<file path="src/sv/xrg_pkg.sv">
// Shared types, constants and the xorshift step function for the range generator.
package xrg_pkg;

   localparam int unsigned DataWidth  = 32;
   localparam int unsigned CountWidth = 5;
   localparam int unsigned ShiftA     = 13;
   localparam int unsigned ShiftB     = 17;
   localparam int unsigned ShiftC     = 5;

   typedef logic [DataWidth-1:0] word_type;

   typedef struct packed {
      logic start;
      logic step;
      logic finish;
   } xrg_cmd_type;

   function automatic word_type xrg_advance(input word_type x);
      word_type v;
      v = x;
      v = v ^ (v << ShiftA);
      v = v ^ (v >> ShiftB);
      v = v ^ (v << ShiftC);
      return v;
   endfunction

endpackage

</file>
<file path="src/sv/xrg_ctrl.sv">
// Controller state machine that sequences the load, divide and result steps.
module xrg_ctrl (
   input  logic                clock,
   input  logic                reset,
   input  logic                req_valid,
   output logic                req_stall,
   output logic                rsp_valid,
   input  logic                rsp_stall,
   output xrg_pkg::xrg_cmd_type cmd
);
   import xrg_pkg::*;

   typedef enum logic [1:0] {
      ST_IDLE,
      ST_DIVIDE,
      ST_FINISH
   } state_type;

   state_type             state_ff, state_in;
   logic [CountWidth-1:0] count_ff, count_in;
   logic                  rsp_valid_ff, rsp_valid_in;
   logic                  out_free;

   assign req_stall = (state_ff != ST_IDLE);
   assign rsp_valid = rsp_valid_ff;
   assign out_free  = !rsp_valid_ff || !rsp_stall;

   always_comb begin
      cmd.start  = (state_ff == ST_IDLE) && req_valid;
      cmd.step   = (state_ff == ST_DIVIDE);
      cmd.finish = (state_ff == ST_FINISH) && out_free;
   end

   always_comb begin
      state_in     = state_ff;
      count_in     = count_ff;
      rsp_valid_in = rsp_valid_ff;
      if (rsp_valid_ff && !rsp_stall) begin
         rsp_valid_in = 1'b0;
      end
      case (state_ff)
         ST_IDLE: begin
            if (req_valid) begin
               state_in = ST_DIVIDE;
               count_in = '0;
            end
         end
         ST_DIVIDE: begin
            count_in = count_ff + 1'b1;
            if (count_ff == CountWidth'(DataWidth - 1)) begin
               state_in = ST_FINISH;
            end
         end
         ST_FINISH: begin
            if (out_free) begin
               rsp_valid_in = 1'b1;
               state_in     = ST_IDLE;
            end
         end
         default: begin
            state_in = ST_IDLE;
         end
      endcase
   end

   always_ff @(posedge clock) begin
      if (reset) begin
         state_ff     <= ST_IDLE;
         count_ff     <= '0;
         rsp_valid_ff <= 1'b0;
      end else begin
         state_ff     <= state_in;
         count_ff     <= count_in;
         rsp_valid_ff <= rsp_valid_in;
      end
   end

endmodule

</file>
<file path="src/sv/xrg_datapath.sv">
// Datapath with generator state, restoring remainder unit and result register.
module xrg_datapath (
   input  logic                 clock,
   input  logic                 reset,
   input  xrg_pkg::xrg_cmd_type cmd,
   input  logic                 csr_wr_en,
   input  xrg_pkg::word_type    csr_wr_data,
   input  xrg_pkg::word_type    req_lower_bound,
   input  xrg_pkg::word_type    req_upper_bound,
   output xrg_pkg::word_type    rsp_raw_value,
   output xrg_pkg::word_type    rsp_ranged_value,
   output logic                 rsp_range_error
);
   import xrg_pkg::*;

   word_type             gen_ff, gen_in;
   word_type             raw_ff, lower_ff, span_ff, div_ff, rem_ff;
   word_type             out_raw_ff, out_ranged_ff;
   logic                 out_err_ff;
   logic [DataWidth:0]   trial;
   logic [DataWidth:0]   diff;
   word_type             raw_next;

   assign raw_next = xrg_advance(gen_ff);
   assign trial    = {rem_ff, div_ff[DataWidth-1]};
   assign diff     = trial - {1'b0, span_ff};

   always_comb begin
      gen_in = gen_ff;
      if (csr_wr_en) begin
         gen_in = csr_wr_data;
      end else if (cmd.start) begin
         gen_in = raw_next;
      end
   end

   always_ff @(posedge clock) begin
      if (reset) begin
         gen_ff <= word_type'(1);
      end else begin
         gen_ff <= gen_in;
      end
   end

   always_ff @(posedge clock) begin
      if (cmd.start) begin
         raw_ff   <= raw_next;
         div_ff   <= raw_next;
         rem_ff   <= '0;
         lower_ff <= req_lower_bound;
         span_ff  <= req_upper_bound - req_lower_bound;
      end else if (cmd.step) begin
         div_ff <= div_ff << 1;
         if (!diff[DataWidth]) begin
            rem_ff <= diff[DataWidth-1:0];
         end else begin
            rem_ff <= trial[DataWidth-1:0];
         end
      end
      if (cmd.finish) begin
         out_raw_ff <= raw_ff;
         out_err_ff <= (span_ff == '0);
         if (span_ff == '0) begin
            out_ranged_ff <= '0;
         end else begin
            out_ranged_ff <= rem_ff + lower_ff + word_type'(1);
         end
      end
   end

   assign rsp_raw_value    = out_raw_ff;
   assign rsp_ranged_value = out_ranged_ff;
   assign rsp_range_error  = out_err_ff;

endmodule

</file>
<file path="src/sv/xorshift_range_generator.sv">
// Top level of the xorshift generator with a ranged output.
//
//   channel  direction  handshake             payload
//   req      in         req_valid/req_stall   lower_bound, upper_bound
//   rsp      out        rsp_valid/rsp_stall   raw_value, ranged_value, range_error
//   csr      in         csr_wr_en             wr_data (seed)
//
// A request first advances the state, then runs the bit-serial remainder unit,
// then forms the ranged value into the output register.
// The remainder unit handles one request at a time; the next request is
// taken once the previous result sits in the output register.
// Reset loads the generator state with 1 and empties the output register.
// A stalled result holds the block in its final step until the output frees.
module xorshift_range_generator (
   input  logic                clock,
   input  logic                reset,
   input  logic                req_valid,
   output logic                req_stall,
   input  xrg_pkg::word_type   req_lower_bound,
   input  xrg_pkg::word_type   req_upper_bound,
   output logic                rsp_valid,
   input  logic                rsp_stall,
   output xrg_pkg::word_type   rsp_raw_value,
   output xrg_pkg::word_type   rsp_ranged_value,
   output logic                rsp_range_error,
   input  logic                csr_wr_en,
   input  xrg_pkg::word_type   csr_wr_data
);
   import xrg_pkg::*;

   xrg_cmd_type cmd;

   xrg_ctrl u_ctrl (
      .clock     (clock),
      .reset     (reset),
      .req_valid (req_valid),
      .req_stall (req_stall),
      .rsp_valid (rsp_valid),
      .rsp_stall (rsp_stall),
      .cmd       (cmd)
   );

   xrg_datapath u_datapath (
      .clock            (clock),
      .reset            (reset),
      .cmd              (cmd),
      .csr_wr_en        (csr_wr_en),
      .csr_wr_data      (csr_wr_data),
      .req_lower_bound  (req_lower_bound),
      .req_upper_bound  (req_upper_bound),
      .rsp_raw_value    (rsp_raw_value),
      .rsp_ranged_value (rsp_ranged_value),
      .rsp_range_error  (rsp_range_error)
   );

   a_busy_after_accept: assert property (@(posedge clock) disable iff (reset)
      (req_valid && !req_stall) |=> req_stall)
      else $error("request transfer did not make the block busy");

   a_result_from_finish: assert property (@(posedge clock) disable iff (reset)
      (rsp_valid && !$past(rsp_valid)) |-> $past(cmd.finish))
      else $error("result appeared without a finish step");

   a_error_gives_zero: assert property (@(posedge clock) disable iff (reset)
      (rsp_valid && rsp_range_error) |-> (rsp_ranged_value == '0))
      else $error("range error with a nonzero ranged value");

   a_no_start_while_busy: assert property (@(posedge clock) disable iff (reset)
      (cmd.step || cmd.finish) |-> !cmd.start)
      else $error("start command while a request is in progress");

endmodule

</file>
<file path="config.mk">
export PLATFORM = sky130hd
export DESIGN_NAME = xorshift_range_generator
export DESIGN_NICKNAME = d
export VERILOG_FILES = /design/src/sv/xrg_pkg.sv /design/src/sv/xrg_ctrl.sv /design/src/sv/xrg_datapath.sv /design/src/sv/xorshift_range_generator.sv
export SDC_FILE = /design/constraint.sdc
export NUM_CORES = 1
export LEC_CHECK = 0
export ABC_AREA = 0
export BUFFER_PORTS_ARGS = -buffer_cell sky130_fd_sc_hd__buf_2
export CAP_MARGIN = 5
export CORE_MARGIN = 5
export CORE_UTILIZATION = 56
export DETAILED_ROUTE_END_ITERATION = 10
export PLACE_DENSITY = 0.74
export SYNTH_ARGS = -nofsm -noshare
export SYNTH_HDL_FRONTEND = slang
export SYNTH_HIERARCHICAL = 1
export SYNTH_SLANG_ARGS = --single-unit
</file>
<file path="constraint.sdc">
create_clock -name clock -period 10.2 [get_ports clock]
set_input_delay 1.53 -clock clock [delete_from_list [all_inputs] [get_ports clock]]
set_output_delay 1.53 -clock clock [all_outputs]
set_load 0.02 [all_outputs]
</file>
==> parameters.txt, run 1 <==
Parameter                              Value

Power
  Worst supply voltage drop on vdd ... between 100 and 150 uV
  Power density of the placed cells ... 214.2 nW/um^2
  Static power due to leakage ... 7.165 nW

GRT
  Via count of the first global-routing pass ... 10914
  Antenna violations before repair ... 0
  Total routing usage reported by global routing ... 0.2262
  Pin count of the biggest net entering global routing ... just under 200
  Remaining Overflow, GRT ... 0
  Global-route wire length before repair ... about 56000 um

Status
  Result of the run ... finished, final reports clean

Critical path
  Crit path max-delay cell type ... a21boi_0
  Kind of capture point of the worst setup path ... register
  Worst setup path startpoint ... req_lower_bound[1]
  Cells traversed along the worst timing path ... buf_2 > inv_1 > ha_1 > nor2b_1 > o21ai_0 > a21boi_0 > o31ai_1 > nand2_1 > a21boi_0 > o21ai_0 > xor2_1
  Slowest Stage Delay on Critical Path ... 0.53 ns
  CP Launch Type ... input port
  Critical register-to-register path endpoint ... u_datapath/rem_ff[22]
  Reg-to-reg setup timing slack ... 6.48 ns
  Worst Setup Path Type ... input port to register
  Top delay family on crit path ... compound AO/OA/AOI/OAI gates
  Arrival time of data at the critical path endpoint ... around 4.1 ns
  Reg2Reg Depth ... 12
  Reg2Reg Launch Point ... u_datapath/span_ff[0]
  Worst endpoint required time ... between 10 and 15 ns
  Top fanout value on the critical path ... 4
  Number of buffer and inverter stages on the critical path ... 2

STA
  Worst hold slack after final layout ... 0.4086 ns
  Endpoints failing hold ... 0
  Post-Route Skew ... 0.02326 ns
  Number of endpoints failing setup at the final stage ... 0
  Highest attainable clock frequency ... ~260 MHz
  Post-layout minimum cycle time ... about 3.8 ns
  Slew at the pin closest to its max-slew limit ... between 1 and 1.5 ns
  Unrepaired setup endpoints after global routing ... no
  Headroom to the max-slew limit ... 0.2850
  Part of the cycle the worst path needs ... 0.3725
  Total negative slack for setup checks ... 0 ns
  Total count of max-transition violations in the final report ... 0

Clock tree
  Number of hold buffers added after CTS ... 0
  Clock Tree Buf Depth ... 3
  Clock-pin slew of the registers on the worst-case setup and hold paths ... 0.06 ns
  CTS-repair resized insts ... 0
  Number of levels the H-tree was split into ... 1
  Clock net sink count ... between 200 and 300
  Number of buffers created by CTS ... 29
  Number of setup buffers added after CTS ... 0
  TritonCTS clock tree ... built
  CTS Root Cell ... clkbuf_16
  Clock insertion delay at the later pin of the skew report ... 0.55 ns

Detailed routing
  Metal1 wirelength ... approximately 15000 um
  Pre-Repair DR Iteration Count ... 5
  Final wirelength ... 35670 um
  Top routing layer in use ... met4
  Met2 Routed Length ... 17250 um
  Via-per-instance ratio ... about 5.7
  Antenna Violating Nets Remaining ... 0
  Detailed-route via count ... ~11000
  Number of design rule violations left after detail routing ... 0
  WL per Instance ... 17.96 um
  Met3 layer wire length in the routed design ... roughly 1900 um
  Iteration-0 DRC Markers ... 744

Synth
  Largest cells by area after synthesis ... edfxtp_1 (38%), dfxtp_1 (9.5%), ha_1 (7.9%), xnor2_1 (6.0%), nor2_1 (3.7%)
  EDFF count, synth ... a little under 200
  Fraction of registers with async set/reset ... 0
  Number of instances in the synthesized netlist ... 1472
  Register area share after synthesis ... 0.4777
  Cell types with the highest counts after synthesis ... edfxtp_1 (193), nor2_1 (151), inv_1 (108), xnor2_1 (103), a21oi_1 (99)
  Most common cell in the synthesized netlist ... edfxtp_1
  Avg Synthesized Cell Area ... 10.29 um^2
  Number of unique standard cell types used by synthesis ... 79
  Post-synthesis net count ... 1672
  Cell Area, Synth ... between 15000 and 20000 um^2
  Cell taking the most area after synthesis ... edfxtp_1
  Top_reg_cell synth ... edfxtp_1
  Fraction of synthesized cell area taken by the top area cell type ... 0.3826
  Number of synthesis warnings ... 6
  Number of synthesized register bits ... 265

Die
  Starting density of the core ... 0.5653
  Die boundary width ... approximately 170 um
  Row count ... 60
  Ports ... 168
  Die outline area ... roughly 30000 um^2
  Core Region ... 26800 um^2
  Die boundary height ... 174.5 um

Layout
  Antenna cell count ... 0
  Layout Area Growth over Synthesis ... 13.02%
  Number of nets in the layout ... 1822
  Final Core Density ... 0.6389
  Fraction of layout instances using a drive strength above 1 ... 0.1556

Placement
  Port Buf Inserts ... between 150 and 200
  HPWL after DPL ... 26230 um
  Placer congestion estimate ... 0.9147

Flow run
  Number of max-capacitance violations reported ... 0

Worst hold path
  HP Start ... u_datapath/raw_ff[18]
  Worst min-delay path category ... register to register
  Hold endpoint ... u_datapath/rsp_raw_value[18]
  Count of cells along the worst hold path ... 0
## stage by stage
stage	total power, mW	instances	area, um^2	setup slack, ns
2_1_floorplan	2.423	1472	15150	2.656
3_3_place_gp	2.664	1932	16230	5.948
3_5_place_dp	2.686	1932	16230	5.887
4_1_cts	3.679	1986	17120	6.443
5_1_grt	3.878	1986	17120	6.214
6_report	3.668	1986	17120	6.400
## worst max-delay path by stage
stage,endpoint,depth (start not counted)
floorplan,u_datapath/div_ff[0],7
global placement,u_datapath/span_ff[17],12
detailed placement,u_datapath/span_ff[17],12
CTS,u_datapath/span_ff[17],12
global route,u_datapath/span_ff[17],12
finish,u_datapath/span_ff[21],11
## logic make-up (layout without fill, tap and decap cells)
group                      after synthesis  after routing  share of synthesized area
xor gates and xnor gates               147            147                    0.08622
muxes                                   34             34                    0.02288
adders and majority gates               99             99                    0.08325
buffers and inverters                  161            334                    0.04352
AOI/OAI and AO/OA                      378            378                     0.1630
DFF                                    265            265                     0.4777
and+or+nand+nor                        388            388                     0.1235
## area by class of cell
type                            count  area [um^2]
Sequential cell                   265         7237
Timing Repair Buffer              172        885.9
Multi-Input combinational cell   1046         7274
Fill cell                        2221         9678
Inverter                          108        405.4
Tap cell                          341        426.7
Clock buffer                       37        775.7
Clock inverter                     17        117.6
## report_power, final
part           internal, mW  total [mW]  switching, mW
clock                 0.562       0.985          0.423
combinational         0.546        1.26          0.711
sequential             1.33        1.43         0.0910
total                  2.44        3.67           1.23
## worst reg2reg max path, stage by stage (launching register included)
cell and delay (ns):
edfxtp_1 0.41, ha_1 0.24, fa_1 0.41, nor2b_1 0.20, o2111ai_1 0.20, nand3_1 0.22
nand3_2 0.13, a21oi_4 0.28, a31oi_4 0.20, xnor2_4 0.32, buf_4 0.48, mux2i_1 0.37
o22ai_1 0.12
## layout by cell type, fill, tap and decap left out, types with 33 or more instances in the layout
master / count
a211oi_1: 34
xnor2_1: 103
xor2_1: 43
dfxtp_1: 72
inv_1: 108
ha_1: 96
buf_2: 167
edfxtp_1: 193
o21ai_0: 77
a21o_1: 44
nor2_1: 149
o21a_1: 33
a21oi_1: 98
nand2_1: 69
## sequential cells by signal, summed over array words and instances, names as in the netlist
signal                       count
u_ctrl/count_ff                  5
u_ctrl/rsp_valid                 1
u_ctrl/state_ff                  2
u_datapath/div_ff               32
u_datapath/gen_ff               32
u_datapath/lower_ff             32
u_datapath/raw_ff               32
u_datapath/rem_ff               32
u_datapath/rsp_range_error       1
u_datapath/rsp_ranged_value     32
u_datapath/rsp_raw_value        32
u_datapath/span_ff              32
## routing by layer
layer | vias up | track usage
met4 | 0 | 0.06994
met3 | 72 | 0.02893
met2 | 331 | 0.3910
met1 | 5344 | 0.2978
li1 | 5612 | -
met5 | - | 0
Power figures use the tool's default switching activity.
==> inputs of run 2 (changes only) <==
CORE_UTILIZATION = 54   (was 56)
clock period = 3.3 ns   (was 10.2 ns; I/O delays follow)
==> parameters.txt, run 2 (same netlist as run 1, synthesis figures left out) <==
Parameter                              Value

STA
  Endpoints failing hold ... 0 (unchanged)
  Slew at the pin closest to its max-slew limit ... 1.062 ns (was 1.073 ns)
  Part of the cycle the worst path needs ... 0.9260
  Unrepaired setup endpoints after global routing ... no (unchanged)
  Headroom to the max-slew limit ... 0.2919 (was 0.2850)
  Total count of max-transition violations in the final report ... 0 (unchanged)
  Worst Slack Setup Final ... 0.2442 ns (was 6.400 ns)
  Number of endpoints failing setup at the final stage ... 0 (unchanged)
  Post-Route Skew ... 0.01695 ns (was 0.02326 ns)
  Post-layout minimum cycle time ... 3.056 ns
  Highest attainable clock frequency ... ~330 MHz

Layout
  Number of nets in the layout ... 1842 (was 1822)
  Number of fillers in the final layout ... 2272 (was 2221)
  Post-route insts no fill ... 2043 (was 1986)
  Commonest cells after routing, fill and taps aside ... edfxtp_1 (193), buf_2 (167), nor2_1 (149), inv_1 (107), xnor2_1 (103) (was edfxtp_1 (193), buf_2 (167), nor2_1 (149), inv_1 (108), xnor2_1 (103))
  Most common cell after layout, fill and taps aside ... edfxtp_1 (unchanged)
  Fraction of layout instances using a drive strength above 1 ... 0.1718 (was 0.1556)
  Layout Area Growth over Synthesis ... 15.01% (was 13.02%)
  Final standard cell area without fillers ... 17420 um^2 (was 17120 um^2)
  Antenna cell count ... 0 (unchanged)

Critical path
  Kind of capture point of the worst setup path ... register (unchanged)
  CP Launch Type ... register (was input port)
  Critical register-to-register path endpoint ... u_datapath/rsp_ranged_value[30] (was u_datapath/rem_ff[22])
  End point of the critical path ... u_datapath/rsp_ranged_value[30] (was u_datapath/span_ff[21])
  Most repeated library cell on the critical path ... inv_1
  Crit path max-delay cell type ... fa_1 (was a21boi_0)
  Arrival time of data at the critical path endpoint ... 3.34 ns (was 4.09 ns)
  Reg-to-reg setup timing slack ... 0.24 ns (was 6.48 ns)
  Top delay family on crit path ... compound AO/OA/AOI/OAI gates (unchanged)
  Reg2Reg Depth ... 14 (was 12)
  Reg2Reg Launch Point ... u_datapath/lower_ff[0] (was u_datapath/span_ff[0])
  Cell depth of the worst setup path ... 14 (was 11)
  Worst Setup Path Type ... register to register (was input port to register)
  Top fanout value on the critical path ... 3 (was 4)
  Worst setup path startpoint ... u_datapath/lower_ff[0] (was req_lower_bound[1])
  Slowest Stage Delay on Critical Path ... 0.41 ns (was 0.53 ns)
  Cells traversed along the worst timing path ... inv_1 > ha_1 > inv_1 > fa_1 > a21o_1 > a21o_4 > a211oi_2 > nor2_1 > o21a_2 > nor4_4 > buf_4 > nor4_1 > nor3_1 > nor3b_2 (was buf_2 > inv_1 > ha_1 > nor2b_1 > o21ai_0 > a21boi_0 > o31ai_1 > nand2_1 > a21boi_0 > o21ai_0 > xor2_1)
  Worst endpoint required time ... 3.59 ns (was 10.49 ns)
  Number of buffer and inverter stages on the critical path ... 3 (was 2)

Detailed routing
  Pre-Repair DR Iteration Count ... 5 (unchanged)
  Via-per-instance ratio ... 5.617 (was 5.720)
  Final wirelength ... 35730 um (was 35670 um)
  Number of design rule violations left after detail routing ... 0 (unchanged)
  Iteration-0 DRC Markers ... 873 (was 744)
  WL per Instance ... 17.49 um (was 17.96 um)
  Antenna Violating Nets Remaining ... 0 (unchanged)
  Detailed-route via count ... 11475 (was 11359)

Die
  Die boundary height ... 177.5 um (was 174.5 um)
  Die outline area ... 31500 um^2 (was 30440 um^2)
  Ports ... 168 (unchanged)
  Die boundary width ... 177.5 um (was 174.5 um)
  Starting density of the core ... 0.5468 (was 0.5653)
  Row count ... 61 (was 60)
  Core Region ... 27710 um^2 (was 26800 um^2)

Clock tree
  Clock net sink count ... 265 (unchanged)
  Number of setup buffers added after CTS ... 0 (unchanged)
  Number of buffers created by CTS ... 29 (unchanged)
  Clock-pin slew of the registers on the worst-case setup and hold paths ... 0.06 ns (about the same)
  Number of hold buffers added after CTS ... 0 (unchanged)
  TritonCTS clock tree ... built (unchanged)
  Number of levels the H-tree was split into ... 1 (unchanged)
  Clock Tree Buf Depth ... 3 (unchanged)
  CTS Root Cell ... clkbuf_16 (unchanged)
  Clock insertion delay at the later pin of the skew report ... 0.55 ns (about the same)

Placement
  Worst slack, placed ... -0.004942 ns (was 5.887 ns)
  Cells after DPL ... 1989 (was 1932)
  Placer congestion estimate ... 0.9117 (was 0.9147)
  Cell Area, Placed ... 16460 um^2 (was 16230 um^2)
  Port Buf Inserts ... 167 (unchanged)
  HPWL after DPL ... 26660 um (was 26230 um)

Power
  Power density of the placed cells ... 662.4 nW/um^2 (was 214.2 nW/um^2)
  Static power due to leakage ... 7.279 nW (was 7.165 nW)
  Total power draw ... 11.54 mW (was 3.668 mW)
  Worst supply voltage drop on vdd ... 423.6 uV (was 116.6 uV)

GRT
  Total routing usage reported by global routing ... 0.2195 (was 0.2262)
  Pin count of the biggest net entering global routing ... 126 (was 197)
  Remaining Overflow, GRT ... 0 (unchanged)
  Antenna violations before repair ... 0 (unchanged)
  Via count of the first global-routing pass ... 10896 (was 10914)
  Global-route wire length before repair ... 55520 um (was 56320 um)

Worst hold path
  Worst min-delay path category ... input port to register (was register to register)

Status
  Result of the run ... finished, final reports clean (unchanged)

Flow run
  Number of max-capacitance violations reported ... 0 (unchanged)
==> run 2: repair_timing <==
action | in CTS | in global routing
pin swaps | 0 | 3
setup endpoints to repair | 2 | 2
gates cloned | 0 | 0
resized for setup | 1 | 5
==> run 2: worst min path at each step <==
stage	start	endpoint	slack, ns	cells after the start
global placement	u_datapath/raw_ff[17]	u_datapath/rsp_raw_value[17]	0.40	0
finish	req_lower_bound[30]	u_datapath/lower_ff[30]	0.14	1
global route	req_lower_bound[30]	u_datapath/lower_ff[30]	0.12	1
detailed placement	u_datapath/raw_ff[15]	u_datapath/rsp_raw_value[15]	0.40	0
CTS	req_lower_bound[30]	u_datapath/lower_ff[30]	0.11	1
floorplan	u_datapath/raw_ff[0]	u_datapath/rsp_raw_value[0]	0.40	0
==> run 2: worst reg2reg max path, cell delays in order, from the launching register on <==
cell	delay, ns
edfxtp_1	0.36
inv_1	0.08
ha_1	0.17
inv_1	0.06
fa_1	0.41
a21o_1	0.22
a21o_4	0.23
a211oi_2	0.22
nor2_1	0.10
o21a_2	0.26
nor4_4	0.18
buf_4	0.17
nor4_1	0.05
nor3_1	0.23
nor3b_2	0.07
==> run 2: metal layers <==
layer / global-route usage / vias to the layer above / share of wire
li1: - / 5652 / -
met3: 0.03004 / 72 / 0.055
met1: 0.2973 / 5424 / 0.44
met4: 0.07670 / 0 / 0.033
met5: 0 / - / 0
met2: 0.3639 / 327 / 0.47
==> run 2: area by class of cell <==
class                           count  area [um^2]  area share
Timing Repair Buffer              192         1049     0.06018
Tap cell                          378        473.0     0.02714
Multi-Input combinational cell   1046         7327      0.4205
Inverter                          108        405.4     0.02327
Clock buffer                       39        823.3     0.04725
Clock inverter                     15        107.6    0.006175
Sequential cell                   265         7239      0.4155
==> run 2: per-stage QoR <==
| step | util | setup TNS, ns | hold WS (ns) |
|---|---|---|---|
| after floorplan | - | -0.5342 | 0.4003 |
| after global placement | 0.5941 | 0 | 0.4018 |
| after detailed placement | 0.5941 | -0.009317 | 0.4045 |
| after CTS | 0.6279 | 0 | 0.1130 |
| after global routing | 0.6289 | 0 | 0.1200 |
| final | 0.6289 | 0 | 0.1398 |
==> run 2: power by group <==
part           total [mW]  internal, mW  switching, mW
Combinational        4.02          1.80           2.22
Clock                3.11          1.82           1.29
Sequential           4.41          4.13          0.284
Total                11.5          7.74           3.80
